`config.mk`:
```
export PLATFORM = sky130hd
export DESIGN_NAME = multi_delimiter_tokenizer
export DESIGN_NICKNAME = d
export VERILOG_FILES = /design/src/hdl/mdt_pkg.sv /design/src/hdl/multi_delimiter_tokenizer.sv /design/src/hdl/mdt_front.sv /design/src/hdl/mdt_fifo.sv /design/src/hdl/mdt_back.sv
export SDC_FILE = /design/constraint.sdc
export NUM_CORES = 1
export LEC_CHECK = 0
export ABC_AREA = 1
export BUFFER_PORTS_ARGS = -buffer_cell sky130_fd_sc_hd__buf_2
export CAP_MARGIN = 20
export CORE_MARGIN = 5
export CORE_UTILIZATION = 40
export DETAILED_ROUTE_END_ITERATION = 8
export GPL_ROUTABILITY_DRIVEN = 0
export REMOVE_ABC_BUFFERS = 1
export SETUP_SLACK_MARGIN = 0.05
export SLEW_MARGIN = 20
export SYNTH_ARGS = -nofsm -noshare
export SYNTH_HDL_FRONTEND = slang
export SYNTH_SLANG_ARGS = --single-unit
```
`constraint.sdc`:
```
create_clock -name clk_i -period 4.85 [get_ports clk_i]
set_input_delay 0.97 -clock clk_i [delete_from_list [all_inputs] [get_ports clk_i]]
set_output_delay 0.97 -clock clk_i [all_outputs]
set_load 0.03 [all_outputs]
```
`src/hdl/mdt_pkg.sv`:
```
`default_nettype none
// ----------------------------------------------------------------------------
// mdt_pkg
// Shared types and constants for the multi-delimiter tokenizer.
// ----------------------------------------------------------------------------
package mdt_pkg;

  // Configuration register indexes
  localparam int unsigned NumTextRegs = 6;
  localparam logic [2:0]  RegSepLengths = 3'd6;
  localparam logic [2:0]  RegSepCount   = 3'd7;

  // Queue between front end and engine (power of two)
  localparam int unsigned QueueDepth = 4;

  // Saturation limit of the token counter
  localparam logic [15:0] IndexMax = 16'hFFFF;

  // Operation of one queued request
  typedef enum logic [1:0] {
    OP_BYTE     = 2'd0,  // character, string continues
    OP_BYTE_END = 2'd1,  // character, last of the string
    OP_END      = 2'd2   // end of string without character
  } mdt_op_e;

  // Kind of one result
  typedef enum logic [1:0] {
    KIND_BYTE       = 2'd0,
    KIND_TOKEN_END  = 2'd1,
    KIND_STRING_END = 2'd2
  } mdt_kind_e;

  typedef struct packed {
    mdt_op_e    op;
    logic [7:0] data;
  } mdt_item_t;

  typedef struct packed {
    logic [NumTextRegs-1:0][63:0] text;
    logic [23:0]                  lens;
    logic [2:0]                   cnt;
  } mdt_cfg_t;

endpackage
`default_nettype wire

```
`src/hdl/multi_delimiter_tokenizer.sv`:
```
// A character request passes the queue and then the lookahead window; the engine
//   decides on the window front and writes the result into the output register.
// Character requests are taken at one per cycle while the output is not stalled
//   and no string is being closed; an end-of-string request is followed by at most
//   one front decision per byte left in the lookahead window (up to MAX_SEP_LEN),
//   then one or two closing marks, all through the single engine.
// Reset: asynchronous, active low; clears all but the lookahead window and queue storage.
`default_nettype none
// ----------------------------------------------------------------------------
// multi_delimiter_tokenizer
// Splits a byte stream into tokens at any of up to six configured
// multi-byte separators.
// ----------------------------------------------------------------------------
module multi_delimiter_tokenizer import mdt_pkg::*; #(
  parameter int unsigned MAX_SEP_LEN = 8,
  parameter int unsigned NUM_SEPS    = 6
) (
  input  wire logic        clk_i,
  input  wire logic        rst_ni,
  // configuration
  input  wire logic        cfg_we_i,
  input  wire logic [2:0]  cfg_index_i,
  input  wire logic [63:0] cfg_data_i,
  // input channel
  input  wire logic        in_valid_i,
  output logic             in_stall_o,
  input  wire logic [7:0]  in_byte_i,
  input  wire logic        byte_valid_i,
  input  wire logic        string_end_i,
  // output channel
  output logic             out_valid_o,
  input  wire logic        out_stall_i,
  output logic [1:0]       kind_o,
  output logic [7:0]       out_byte_o,
  output logic [15:0]      token_index_o,
  output logic             run_last_o
);

  mdt_cfg_t   cfg_q;
  logic       q_full;
  logic       q_push;
  mdt_item_t  q_wr_item;
  logic       q_valid;
  logic       q_pop;
  mdt_item_t  q_rd_item;

  // Configuration registers
  always_ff @(posedge clk_i or negedge rst_ni) begin
    if (!rst_ni) begin
      cfg_q <= '0;
    end else if (cfg_we_i) begin
      case (cfg_index_i)
        RegSepLengths: cfg_q.lens <= cfg_data_i[23:0];
        RegSepCount:   cfg_q.cnt  <= cfg_data_i[2:0];
        default:       cfg_q.text[cfg_index_i] <= cfg_data_i;
      endcase
    end
  end

  mdt_front u_front (
    .in_valid_i   (in_valid_i),
    .in_stall_o   (in_stall_o),
    .in_byte_i    (in_byte_i),
    .byte_valid_i (byte_valid_i),
    .string_end_i (string_end_i),
    .q_full_i     (q_full),
    .q_push_o     (q_push),
    .q_item_o     (q_wr_item)
  );

  mdt_fifo u_fifo (
    .clk_i   (clk_i),
    .rst_ni  (rst_ni),
    .push_i  (q_push),
    .item_i  (q_wr_item),
    .full_o  (q_full),
    .pop_i   (q_pop),
    .valid_o (q_valid),
    .item_o  (q_rd_item)
  );

  mdt_back #(
    .MAX_SEP_LEN (MAX_SEP_LEN),
    .NUM_SEPS    (NUM_SEPS)
  ) u_back (
    .clk_i         (clk_i),
    .rst_ni        (rst_ni),
    .cfg_i         (cfg_q),
    .q_valid_i     (q_valid),
    .q_item_i      (q_rd_item),
    .q_pop_o       (q_pop),
    .out_valid_o   (out_valid_o),
    .out_stall_i   (out_stall_i),
    .kind_o        (kind_o),
    .out_byte_o    (out_byte_o),
    .token_index_o (token_index_o),
    .run_last_o    (run_last_o)
  );

endmodule
`default_nettype wire

```
`src/hdl/mdt_front.sv`:
```
`default_nettype none
// ----------------------------------------------------------------------------
// mdt_front
// Accepts input requests, drops empty ones and classifies the rest into
// queue operations.
// ----------------------------------------------------------------------------
module mdt_front import mdt_pkg::*; (
  input  wire logic       in_valid_i,
  output logic            in_stall_o,
  input  wire logic [7:0] in_byte_i,
  input  wire logic       byte_valid_i,
  input  wire logic       string_end_i,
  input  wire logic       q_full_i,
  output logic            q_push_o,
  output mdt_item_t       q_item_o
);

  // Stall while the queue has no room
  assign in_stall_o = q_full_i;

  // An item with neither character nor end mark does nothing
  assign q_push_o = in_valid_i && !q_full_i && (byte_valid_i || string_end_i);

  always_comb begin
    q_item_o.data = in_byte_i;
    if (!byte_valid_i) begin
      q_item_o.op = OP_END;
    end else if (string_end_i) begin
      q_item_o.op = OP_BYTE_END;
    end else begin
      q_item_o.op = OP_BYTE;
    end
  end

endmodule
`default_nettype wire

```
`src/hdl/mdt_fifo.sv`:
```
`default_nettype none
// ----------------------------------------------------------------------------
// mdt_fifo
// Short request queue that decouples the front end from the engine.
// ----------------------------------------------------------------------------
module mdt_fifo import mdt_pkg::*; (
  input  wire logic      clk_i,
  input  wire logic      rst_ni,
  input  wire logic      push_i,
  input  mdt_item_t      item_i,
  output logic           full_o,
  input  wire logic      pop_i,
  output logic           valid_o,
  output mdt_item_t      item_o
);

  localparam int unsigned PtrW = $clog2(QueueDepth);

  mdt_item_t          mem_q [QueueDepth];
  logic [PtrW-1:0]    wr_ptr_q, rd_ptr_q;
  logic [PtrW:0]      count_q;

  assign full_o  = (count_q == (PtrW+1)'(QueueDepth));
  assign valid_o = (count_q != '0);
  assign item_o  = mem_q[rd_ptr_q];

  // Storage
  always_ff @(posedge clk_i) begin
    if (push_i) begin
      mem_q[wr_ptr_q] <= item_i;
    end
  end

  // Pointers and fill count
  always_ff @(posedge clk_i or negedge rst_ni) begin
    if (!rst_ni) begin
      wr_ptr_q <= '0;
      rd_ptr_q <= '0;
      count_q  <= '0;
    end else begin
      if (push_i) begin
        wr_ptr_q <= wr_ptr_q + 1'b1;
      end
      if (pop_i) begin
        rd_ptr_q <= rd_ptr_q + 1'b1;
      end
      if (push_i && !pop_i) begin
        count_q <= count_q + 1'b1;
      end else if (!push_i && pop_i) begin
        count_q <= count_q - 1'b1;
      end
    end
  end

endmodule
`default_nettype wire

```
`src/hdl/mdt_back.sv`:
```
`default_nettype none
// ----------------------------------------------------------------------------
// mdt_back
// Tokenizer engine: lookahead window, separator match, token bookkeeping,
// end-of-string flush and the output register.
// ----------------------------------------------------------------------------
module mdt_back import mdt_pkg::*; #(
  parameter int unsigned MAX_SEP_LEN = 8,
  parameter int unsigned NUM_SEPS    = 6
) (
  input  wire logic        clk_i,
  input  wire logic        rst_ni,
  input  mdt_cfg_t         cfg_i,
  input  wire logic        q_valid_i,
  input  mdt_item_t        q_item_i,
  output logic             q_pop_o,
  output logic             out_valid_o,
  input  wire logic        out_stall_i,
  output logic [1:0]       kind_o,
  output logic [7:0]       out_byte_o,
  output logic [15:0]      token_index_o,
  output logic             run_last_o
);

  localparam int unsigned WinW  = MAX_SEP_LEN * 8;
  localparam int unsigned FillW = $clog2(MAX_SEP_LEN + 1);
  localparam logic [FillW-1:0] FullFill = FillW'(MAX_SEP_LEN);
  localparam logic [FillW-1:0] LastFill = FillW'(MAX_SEP_LEN - 1);
  localparam logic [3:0] MaxLen = 4'(MAX_SEP_LEN);
  localparam logic [2:0] MaxSeps = 3'(NUM_SEPS);

  typedef enum logic [1:0] {
    ST_RUN,
    ST_FLUSH,
    ST_EOS
  } state_e;

  function automatic logic [15:0] sat_inc(input logic [15:0] v);
    return (v == IndexMax) ? v : v + 16'd1;
  endfunction

  state_e             state_q, state_d;
  logic [WinW-1:0]    la_q, la_d;
  logic [FillW-1:0]   fill_q, fill_d;
  logic               in_tok_q, in_tok_d;
  logic [15:0]        tok_q, tok_d;
  logic               seen_q, seen_d;

  logic               out_vld_q;
  mdt_kind_e          out_kind_q;
  logic [7:0]         out_byte_q;
  logic [15:0]        out_idx_q;
  logic               out_last_q;

  logic               step;
  logic               emit;
  mdt_kind_e          o_kind;
  logic [7:0]         o_byte;
  logic [15:0]        o_idx;
  logic               o_last;

  logic [WinW-1:0]    ins_win;
  logic [WinW-1:0]    dec_win;
  logic [FillW-1:0]   dec_fill;
  logic [3:0]         match_len;
  logic [FillW-1:0]   dec_drop;
  logic [WinW-1:0]    dec_rest;
  logic               dec_emit;
  mdt_kind_e          dec_kind;
  logic               dec_in_tok;
  logic [15:0]        dec_tok;

  // Engine moves only when the output register is free or being drained
  assign step = !out_vld_q || !out_stall_i;

  // Window with the incoming character placed at the fill position
  assign ins_win = (la_q & ~(WinW'(8'hFF) << {fill_q, 3'b000}))
                 | (WinW'(q_item_i.data) << {fill_q, 3'b000});

  // Decision sees the full window with the new byte, or the stored one
  assign dec_win  = (state_q == ST_RUN) ? ins_win : la_q;
  assign dec_fill = (state_q == ST_RUN) ? FullFill : fill_q;

  // Separator match at the window front, lowest index wins
  always_comb begin
    logic [2:0] used;
    logic [3:0] len_k;
    logic       hit;
    used      = (cfg_i.cnt > MaxSeps) ? MaxSeps : cfg_i.cnt;
    match_len = '0;
    for (int k = NUM_SEPS - 1; k >= 0; k--) begin
      len_k = cfg_i.lens[4*k +: 4];
      if (len_k > MaxLen) begin
        len_k = MaxLen;
      end
      hit = (3'(k) < used) && (len_k != 4'd0) && (len_k <= 4'(dec_fill));
      for (int i = 0; i < MAX_SEP_LEN; i++) begin
        if ((4'(i) < len_k) && (dec_win[8*i +: 8] != cfg_i.text[k][8*i +: 8])) begin
          hit = 1'b0;
        end
      end
      if (hit) begin
        match_len = len_k;
      end
    end
  end

  // One front decision: skip a separator (closing an open token) or emit the front character
  always_comb begin
    if (match_len != 4'd0) begin
      dec_emit   = in_tok_q;
      dec_kind   = KIND_TOKEN_END;
      dec_drop   = FillW'(match_len);
      dec_in_tok = 1'b0;
      dec_tok    = in_tok_q ? sat_inc(tok_q) : tok_q;
    end else begin
      dec_emit   = 1'b1;
      dec_kind   = KIND_BYTE;
      dec_drop   = FillW'(1);
      dec_in_tok = 1'b1;
      dec_tok    = tok_q;
    end
    dec_rest = dec_win >> {dec_drop, 3'b000};
  end

  // Next state
  always_comb begin
    state_d  = state_q;
    la_d     = la_q;
    fill_d   = fill_q;
    in_tok_d = in_tok_q;
    tok_d    = tok_q;
    seen_d   = seen_q;
    q_pop_o  = 1'b0;
    emit     = 1'b0;
    o_kind   = KIND_BYTE;
    o_byte   = 8'd0;
    o_idx    = tok_q;
    o_last   = 1'b0;

    case (state_q)
      ST_RUN: begin
        if (step && q_valid_i) begin
          q_pop_o = 1'b1;
          case (q_item_i.op)
            OP_BYTE: begin
              seen_d = 1'b1;
              if (fill_q == LastFill) begin
                // window becomes full: decide on the front right away
                la_d     = dec_rest;
                fill_d   = FullFill - dec_drop;
                in_tok_d = dec_in_tok;
                tok_d    = dec_tok;
                emit     = dec_emit;
                o_kind   = dec_kind;
                o_byte   = (dec_kind == KIND_BYTE) ? dec_win[7:0] : 8'd0;
                o_last   = 1'b1;
              end else begin
                la_d   = ins_win;
                fill_d = fill_q + 1'b1;
              end
            end
            OP_BYTE_END: begin
              seen_d  = 1'b1;
              la_d    = ins_win;
              fill_d  = fill_q + 1'b1;
              state_d = ST_FLUSH;
            end
            OP_END: begin
              state_d = ST_FLUSH;
            end
            default: begin
            end
          endcase
        end
      end

      ST_FLUSH: begin
        if (step) begin
          if (fill_q != '0) begin
            la_d     = dec_rest;
            fill_d   = fill_q - dec_drop;
            in_tok_d = dec_in_tok;
            tok_d    = dec_tok;
            emit     = dec_emit;
            o_kind   = dec_kind;
            o_byte   = (dec_kind == KIND_BYTE) ? dec_win[7:0] : 8'd0;
          end else if (in_tok_q || !seen_q) begin
            // close the open token, or the single empty token
            emit     = 1'b1;
            o_kind   = KIND_TOKEN_END;
            o_idx    = in_tok_q ? tok_q : 16'd0;
            tok_d    = in_tok_q ? sat_inc(tok_q) : 16'd1;
            in_tok_d = 1'b0;
            state_d  = ST_EOS;
          end else begin
            emit     = 1'b1;
            o_kind   = KIND_STRING_END;
            o_last   = 1'b1;
            tok_d    = 16'd0;
            seen_d   = 1'b0;
            state_d  = ST_RUN;
          end
        end
      end

      ST_EOS: begin
        if (step) begin
          emit     = 1'b1;
          o_kind   = KIND_STRING_END;
          o_last   = 1'b1;
          fill_d   = '0;
          in_tok_d = 1'b0;
          tok_d    = 16'd0;
          seen_d   = 1'b0;
          state_d  = ST_RUN;
        end
      end

      default: begin
        state_d = ST_RUN;
      end
    endcase
  end

  // Lookahead window, no reset needed
  always_ff @(posedge clk_i) begin
    la_q <= la_d;
  end

  // State and output register
  always_ff @(posedge clk_i or negedge rst_ni) begin
    if (!rst_ni) begin
      state_q    <= ST_RUN;
      fill_q     <= '0;
      in_tok_q   <= 1'b0;
      tok_q      <= 16'd0;
      seen_q     <= 1'b0;
      out_vld_q  <= 1'b0;
      out_kind_q <= KIND_BYTE;
      out_byte_q <= 8'd0;
      out_idx_q  <= 16'd0;
      out_last_q <= 1'b0;
    end else begin
      state_q  <= state_d;
      fill_q   <= fill_d;
      in_tok_q <= in_tok_d;
      tok_q    <= tok_d;
      seen_q   <= seen_d;
      if (step) begin
        out_vld_q <= emit;
        if (emit) begin
          out_kind_q <= o_kind;
          out_byte_q <= o_byte;
          out_idx_q  <= o_idx;
          out_last_q <= o_last;
        end
      end
    end
  end

  assign out_valid_o   = out_vld_q;
  assign kind_o        = out_kind_q;
  assign out_byte_o    = out_byte_q;
  assign token_index_o = out_idx_q;
  assign run_last_o    = out_last_q;

  // While waiting for a request the window is never full
  a_run_not_full: assert property (@(posedge clk_i) disable iff (!rst_ni)
    (state_q == ST_RUN) |-> (fill_q < FullFill))
    else $error("window full while waiting for a request");

  a_fill_range: assert property (@(posedge clk_i) disable iff (!rst_ni)
    fill_q <= FullFill)
    else $error("window fill out of range");

  // Closing mark only after the window is drained and the token closed
  a_eos_drained: assert property (@(posedge clk_i) disable iff (!rst_ni)
    (state_q == ST_EOS) |-> (fill_q == '0 && !in_tok_q))
    else $error("end of string with data left");

  a_eos_last: assert property (@(posedge clk_i) disable iff (!rst_ni)
    (out_vld_q && out_kind_q == KIND_STRING_END) |-> out_last_q)
    else $error("end of string not marked last");

endmodule
`default_nettype wire
```
== Word level (Yosys, flattened, before mapping) ==
Memory sizes are Yosys's and may differ from the RTL's.
Index checks and enable logic that the tools add are counted.
Word-level totals
  output and inout bits: 29
  flip-flop bits (word level): 534
  memories: 1
  memory bits (writable): 40
Memories
  u_fifo.mem_q: words 4, width 10, read ports 1, clocked after memory_dff 0, wr ports 1, RTL line mdt_fifo.sv:19  | mdt_item_t mem_q [QueueDepth];
Operators by class
  equality and inequality tests: 69
  shifts and indexed selects: 3
  order comparisons: 69
  mux-type cells: 153
  reduce and logical (&&, ||, !) cells: 103
  bitwise operators: 4
  add/sub/neg operators: 8
Operators by type and width (count)
  384-bit bitwise mux: 1
  64-bit 2-to-1 mux: 6
  8-bit inequality test: 48
  64-bit case mux with 2 select lines: 2
  16-bit 2-to-1 mux: 15
  64-bit demux with 3-bit select: 1
  3-bit by 4-bit < comparator with 1-bit output, first input constant: 24
  1-bit 2-to-1 mux: 80
  4-bit 2-to-1 mux: 19
  1-bit logical AND: 66
  64-bit AND: 1
  64-bit NOT: 1
  64-bit bitwise OR: 1
  8-bit by 7-bit << shifter with 64-bit output: 1
  8-bit by 7-bit << shifter with 64-bit output, first input constant: 1
  64-bit by 7-bit right shift with 64-bit output: 1
  1-bit by 4-bit < comparator with 1-bit output, first input constant: 12
  2-bit by 4-bit < comparator with 1-bit output, first input constant: 12
  16-bit case mux with 3 select lines: 1
  8-bit 2-to-1 mux: 5
  4-bit nonzero test: 8
  4-bit greater-than comparator, second input constant: 6
  4-bit <= comparator: 6
  2-bit 2-to-1 mux: 11
  other kinds (39): 80

== Depth between registers and ports, before layout ==
  depth after elaboration: 29
  gate-level depth with buffers: 41

== Cells and area by module ==
From an unflattened synthesis, not the netlist that was laid out.
Unflattened totals
  cells, all modules: 5268
  area total of the unflattened synthesis: 36607.6 sq um
Modules (own cells, without submodules)
  mdt_back: area an instance 18567.8 sq um, instances 1, cells each 3304
  multi_delimiter_tokenizer: area an instance 15920.3 sq um, instances 1, cells each 1782
  mdt_fifo: area an instance 2025.7 sq um, instances 1, cells each 166
  mdt_front: area an instance 93.8 sq um, instances 1, cells each 16

== Worst setup path after synthesis ==
Ideal clock, no wire load.
  path type: reg2reg
  start point: register u_back.state_q[0]
  end point: register u_back.fill_q[2]
  buffers on the path: 4
  slack: -0.209 ns
  cell stages (with the launch flop): 36
  setup time: 0.152 ns
  arrival: 4.908 ns
  cell sequence: dfrtp_1 -> inv_1 -> ha_1 -> clkbuf_1 -> buf_2 -> inv_1 -> nand2_1 -> ha_1 -> inv_1 -> nor2_1 -> o21ai_0 -> nand2_1 -> a22oi_1 -> nand2_1 -> o21bai_1 -> nor2_1 -> nand2_1 -> nor2_1 -> nand2_1 -> a21oi_2 -> nand2_2 -> nand3_1 -> nand2_1 -> nand2_1 -> nand2_1 -> a21oi_2 -> nand2_2 -> o21ai_4 -> buf_6 -> buf_6 -> ha_1 -> inv_1 -> fa_1 -> or2_2 -> nand3_1 -> a31oi_1
Between the ends
  cells in the longest elaborated chain, start to end: 25
  elaborated cells on any way between the ends: 184
  classes of those cells: add/sub: 2; order compare: 6; eq/ne: 55; mux: 63; reduce/logical: 58
Ends and longest elaborated chain
  start: declaration: RTL line mdt_back.sv:42  | state_e state_q, state_d;
  start signal: assignment: RTL line mdt_back.sv:245  | state_q <= state_d;
  2-bit logical NOT: RTL line mdt_back.sv:81, mdt_back.sv:82, mdt_back.sv:141
  4-bit 2-to-1 mux or 64-bit 2-to-1 mux (tied branches): RTL line mdt_back.sv:82, mdt_back.sv:81
  4-bit <= comparator or 8-bit inequality test (tied branches): RTL line mdt_back.sv:96, mdt_back.sv:98
  1-bit logical AND (on tied branches): RTL line mdt_back.sv:96, mdt_back.sv:98
  1-bit 2-to-1 mux (8 in a row): RTL line mdt_back.sv:98  | if ((4'(i) < len_k) && (dec_win[8*i +: 8] != cfg_i.text[k][8*i +: 8])) begin
  4-bit 2-to-1 mux (6 in a row): RTL line mdt_back.sv:102  | if (hit) begin
  4-bit nonzero test: RTL line mdt_back.sv:110  | if (match_len != 4'd0) begin
  4-bit 2-to-1 mux: RTL line mdt_back.sv:110
  4-bit subtractor: RTL line mdt_back.sv:151  | fill_d = FullFill - dec_drop;
  4-bit 2-to-1 mux: RTL line mdt_back.sv:148  | if (fill_q == LastFill) begin
  4-bit case mux with 2 select lines: RTL line mdt_back.sv:145  | case (q_item_i.op)
  4-bit 2-to-1 mux: RTL line mdt_back.sv:143  | if (step && q_valid_i) begin
  4-bit case mux with 3 select lines: RTL line mdt_back.sv:141  | case (state_q)
  end signal: assignment: RTL line mdt_back.sv:246  | fill_q <= fill_d;
  end: declaration: RTL line mdt_back.sv:44  | logic [FillW-1:0] fill_q, fill_d;
Parallel ways exist; a longest one is shown, timed or not. The select of a mux whose other input is x is not followed.
A chain may end at the register's enable or synchronous reset.

== Final worst setup path ==
  start point: register u_back.fill_q[1]
  end point: register u_back.la_q[0] (data pin)
Between the ends
  cells in the longest elaborated chain, start to end: 28
  elaborated cells on any way between the ends: 179
  classes of those cells: order compare: 6; eq/ne: 49; shift: 3; mux: 63; bitwise: 3; reduce/logical: 55
Ends and longest elaborated chain
  8-bit by 7-bit << shifter with 64-bit output: RTL line mdt_back.sv:77  | assign ins_win = (la_q & ~(WinW'(8'hFF) << {fill_q, 3'b000}))
  64-bit NOT: RTL line mdt_back.sv:77
  64-bit AND: RTL line mdt_back.sv:77
  64-bit bitwise OR: RTL line mdt_back.sv:78  | | (WinW'(q_item_i.data) << {fill_q, 3'b000});
  64-bit 2-to-1 mux: RTL line mdt_back.sv:81  | assign dec_win = (state_q == ST_RUN) ? ins_win : la_q;
  8-bit inequality test: RTL line mdt_back.sv:98
  1-bit logical AND: RTL line mdt_back.sv:98
  1-bit 2-to-1 mux (8 in a row): RTL line mdt_back.sv:98
  4-bit 2-to-1 mux (6 in a row): RTL line mdt_back.sv:102
  4-bit nonzero test: RTL line mdt_back.sv:110
  4-bit 2-to-1 mux: RTL line mdt_back.sv:110
  64-bit by 7-bit right shift with 64-bit output: RTL line mdt_back.sv:123  | dec_rest = dec_win >> {dec_drop, 3'b000};
  64-bit 2-to-1 mux: RTL line mdt_back.sv:148
  64-bit case mux with 2 select lines: RTL line mdt_back.sv:145
  64-bit 2-to-1 mux: RTL line mdt_back.sv:143
  64-bit case mux with 2 select lines *: RTL line mdt_back.sv:141
  net u_back.la_d[0]: RTL line mdt_back.sv:43  | logic [WinW-1:0] la_q, la_d;
  end signal: assignment: RTL line mdt_back.sv:228  | la_q <= la_d;
  end: declaration: RTL line mdt_back.sv:43
The timed path passes the listed nets; every way through them passes the cells marked *. The select of a mux whose other input is x is not followed.

==> key figures <==
Setup path
  – Data required time of the critical path: 5.23 ns
  – Critical-path cell with the highest stage delay: dfrtp_1
  – Buf+Inv Stages, Crit Path: 5
  – Register-to-register setup slack: 0.18 ns
  – Most frequent cell on the critical path: nand2_1
  – Largest fanout on the critical path: 24
  – Worst reg-to-reg path cell count: 28
  – Worst path arrival time: 5.05 ns
  – Critical path launch point type: flip-flop
  – Endpoint of the worst register-to-register path: u_back.la_q[0]
  – Worst R2R Start: u_back.fill_q[1]
  – Family with the most delay on the worst path: simple AND/OR/NAND/NOR gates
  – Crit Path Class: reg -> reg
  – Crit. End Element: flip-flop
  – Largest incremental delay on the critical path: 0.43 ns

Drt
  – Total DRC errors in the routed layout: 0
  – DR iter-0 viols: 3032
  – Detail-routed via count per cell: 5.242
  – Antenna-violating nets left: 0
  – Met1 routed wirelength after detailed routing: 50030 microns
  – Met3 wirelength from detailed routing: 7898 microns
  – Number of vias in the routed layout: 32043
  – Routed length per instance: 18.36 microns
  – Router iterations before antenna repair: 6
  – Top layer in use: met5
  – Overall routed net length: 112200 microns
  – Length of routed met2 wiring: 50300 microns

Placed design
  – Number of buffers added on ports: 110
  – Placement Cell Area: 0.03769 sq mm
  – Detailed Place HPWL: 81980 microns

Floorplan
  – Die span in y: 304.6 microns
  – Core footprint: 0.08648 sq mm
  – Std-Cell Rows: 108
  – Count of boundary I/O pins: 111
  – Die area: 0.09279 sq mm
  – Die Span X: 304.6 microns
  – Initial core utilization: 40.15%

STA
  – Setup repair after global routing missed its margin: true
  – Worst-case clock skew: 0.02944 ns
  – Max-slew violations: 0
  – Hold slack final: 0.3642 ns
  – Slew @ Worst Pin: 1.033 ns
  – Total Neg Setup Slack: 0 ns
  – Final setup violation count: 0
  – Peak Freq: 0.2139 GHz
  – Final Critical Period: 4.675 ns
  – Hold Violations, Final: 0
  – Worst rel slew slack: 30.60%
  – Share of the cycle needed by the critical path after routing: 96.38%

Power and ir drop
  – Proportion of power drawn by combinational gates: 56.0%
  – Design internal power: 0.01542 W
  – Sequential share of power: 25.5%
  – Highest ir drop seen on vdd: 0.5535 mV
  – Clock share of power: 18.5%
  – Switching power share of the total: 46.44%
  – P_leak: 20.22 nW
  – Switching power summed over all nets: 0.01337 W
  – Cell area power density: 700.8 mW/mm^2
  – Post-route total power: 0.02878 W

Layout
  – Leading cell type in the layout, fill and taps excluded: nand2_1
  – Synthesis-to-finish area growth: 18.28%
  – Area used by multi-input combinational logic: 0.01804 sq mm
  – Antenna fix cells: 0
  – Count of fill cells added during filler insertion: 8691
  – Non-Filler Cell Area, Final: 0.04107 sq mm
  – Fraction of layout instances using a drive strength above 1: 16.56%
  – Commonest non-fill, non-tap cells in the layout: 1546 x nand2_1, 520 x o21ai_0, 467 x dfrtp_1, 378 x inv_1, 238 x nand3_1
  – Total Nets Final: 5036
  – Combined flip-flop and latch cell area: 0.01489 sq mm

Synthesis
  – Post-Syn Area: 0.03472 sq mm
  – Post-synthesis cell type count: 60
  – Sequential-to-total area share from yosys stat: 42.87%
  – Mapped Cells: 4663
  – Primary flip-flop cell chosen by synthesis mapping: dfrtp_1
  – Fraction of registers with async set/reset: 81.88%
  – Mean instance size in the synthesized netlist: 7.446 sq um
  – Number of enable flip-flop cells after synthesis: 104
  – YS warnings: 0
  – Flop and latch count out of synthesis: 574

GRT
  – Congestion Overflow GR: 0
  – Global-route wire length before repair: 174300 microns
  – Largest net degree at the start of global routing: 99
  – Antenna violations before repair: 1
  – Combined global-route utilization of all metal layers: 23.31%
  – Via count of the first global-routing pass: 29679

CTS
  – Number of sinks handled by clock tree synthesis: 574
  – # H-tree levels: 3
  – TritonCTS clock tree: built
  – Insertion delay to the later sink of the worst-skew pair: 0.63 ns
  – Number of buffers on the longest clock path: 3
  – Clk pin slew, worst setup/hold paths: 0.07 ns
  – Clock tree root buffer cell: clkbuf_16
  – Number of clock buffers inserted by TritonCTS: 69

Hold path
  – Kind of path behind the tightest hold check: in -> async

Flow run
  – Number of max-capacitance violations reported: 0

Outcome
  – Run status: complete, no violations
==> flip-flops by register name, indices dropped and copies added (netlist names), 2 cells and up <==
register,count
cfg_q,411
u_back.fill_q,4
u_back.kind_o,2
u_back.la_q,64
u_back.out_byte_o,8
u_back.state_q,2
u_back.tok_q,16
u_back.token_index_o,16
u_fifo.count_q,3
u_fifo.mem_q,40
u_fifo.rd_ptr_q,2
u_fifo.wr_ptr_q,2
==> kinds of logic (layout without fill, tap and decap cells) <==
| logic type | count (synthesis) | after routing | share of synthesized area [%] |
|---|---|---|---|
| AND/OR/NAND/NOR | 2510 | 2510 | 31.92 |
| AO/OA/AOI/OAI | 707 | 707 | 10.77 |
| buffers and inverters | 601 | 896 | 7.041 |
| flip-flops | 574 | 574 | 42.87 |
| XOR/XNOR | 223 | 223 | 5.625 |
| adder cells (fa/ha/maj) | 48 | 48 | 1.773 |
==> cell usage after synthesis, drive strengths merged (6+ instances only) <==
library cell | n | area [sq um]
nand2 | 1673 | 6598
o21ai | 558 | 2808
dfrtp | 470 | 11760
inv | 409 | 1538
nand3 | 282 | 1556
nor2 | 245 | 960.9
xor2 | 170 | 1489
clkbuf | 124 | 466.7
nand4 | 116 | 725.7
edfxtp | 104 | 3123
a21oi | 93 | 488.0
or2 | 92 | 575.6
buf | 64 | 420.4
nand3b | 54 | 405.4
xnor2 | 53 | 464.2
ha | 46 | 575.6
nor3 | 40 | 205.2
a21o | 9 | 67.56
a31oi | 9 | 56.30
a211oi | 8 | 60.06
o21bai | 6 | 67.57
==> power by group through the flow <==
stage | clock network (W) | registers [W] | logic, W
2_1_floorplan | 0 | 0.00741 | 0.00955
3_3_place_gp | 0 | 0.00735 | 0.0147
3_5_place_dp | 0 | 0.00736 | 0.0148
4_1_cts | 0.00543 | 0.00730 | 0.0150
5_1_grt | 0.00562 | 0.00747 | 0.0177
6_report | 0.00532 | 0.00733 | 0.0161
==> layout make-up <==
type | instances | area share, %
clock buffer | 99 | 5.024
clock inverter | 24 | 0.6398
inverter | 412 | 3.796
multi-input combinational | 3488 | 43.93
sequential | 574 | 36.25
tap | 1155 | 3.519
timing repair buffer | 361 | 6.846
==> worst max-delay path by stage <==
stage / from / to / slack [ns] / depth (start not counted)
2_1_floorplan: u_back.state_q[0] / u_back.fill_q[2] / -2.94 / 33
3_3_place_gp: u_fifo.rd_ptr_q[0] / u_back.fill_q[1] / -0.14 / 28
3_5_place_dp: u_fifo.rd_ptr_q[0] / u_back.la_q[55] / -0.26 / 26
4_1_cts: u_back.fill_q[1] / u_back.fill_q[1] / 0.05 / 29
5_1_grt: cfg_q[13] / u_back.fill_q[1] / -0.002 / 34
6_report: u_back.fill_q[1] / u_back.la_q[0] / 0.18 / 28
==> routing by layer <==
metal / track usage, % / up-vias
met2: 36.71 / 1048
li1: - / 15598
met1: 33.14 / 15185
met5: 0 / -
met3: 3.604 / 210
met4: 7.647 / 2
==> what timing repair did <==
item,CTS,global route
pin swaps,2,57
gates resized for setup,20,149
hold buffers,0,0
setup buffers,2,36
endpoints found under the setup margin,103,105
gates cloned,0,4
==> through the flow <==
stage | utilization (%) | setup slack (ns) | instances
3_5_place_dp | 43.58 | -0.2583 | 5948
3_3_place_gp | 43.58 | -0.1428 | 5948
6_report | 47.49 | 0.1754 | 6113
5_1_grt | 47.49 | -0.002269 | 6113
4_1_cts | 46.39 | 0.05029 | 6073
2_1_floorplan | - | -2.938 | 4474
Power figures use the tool's default switching activity.
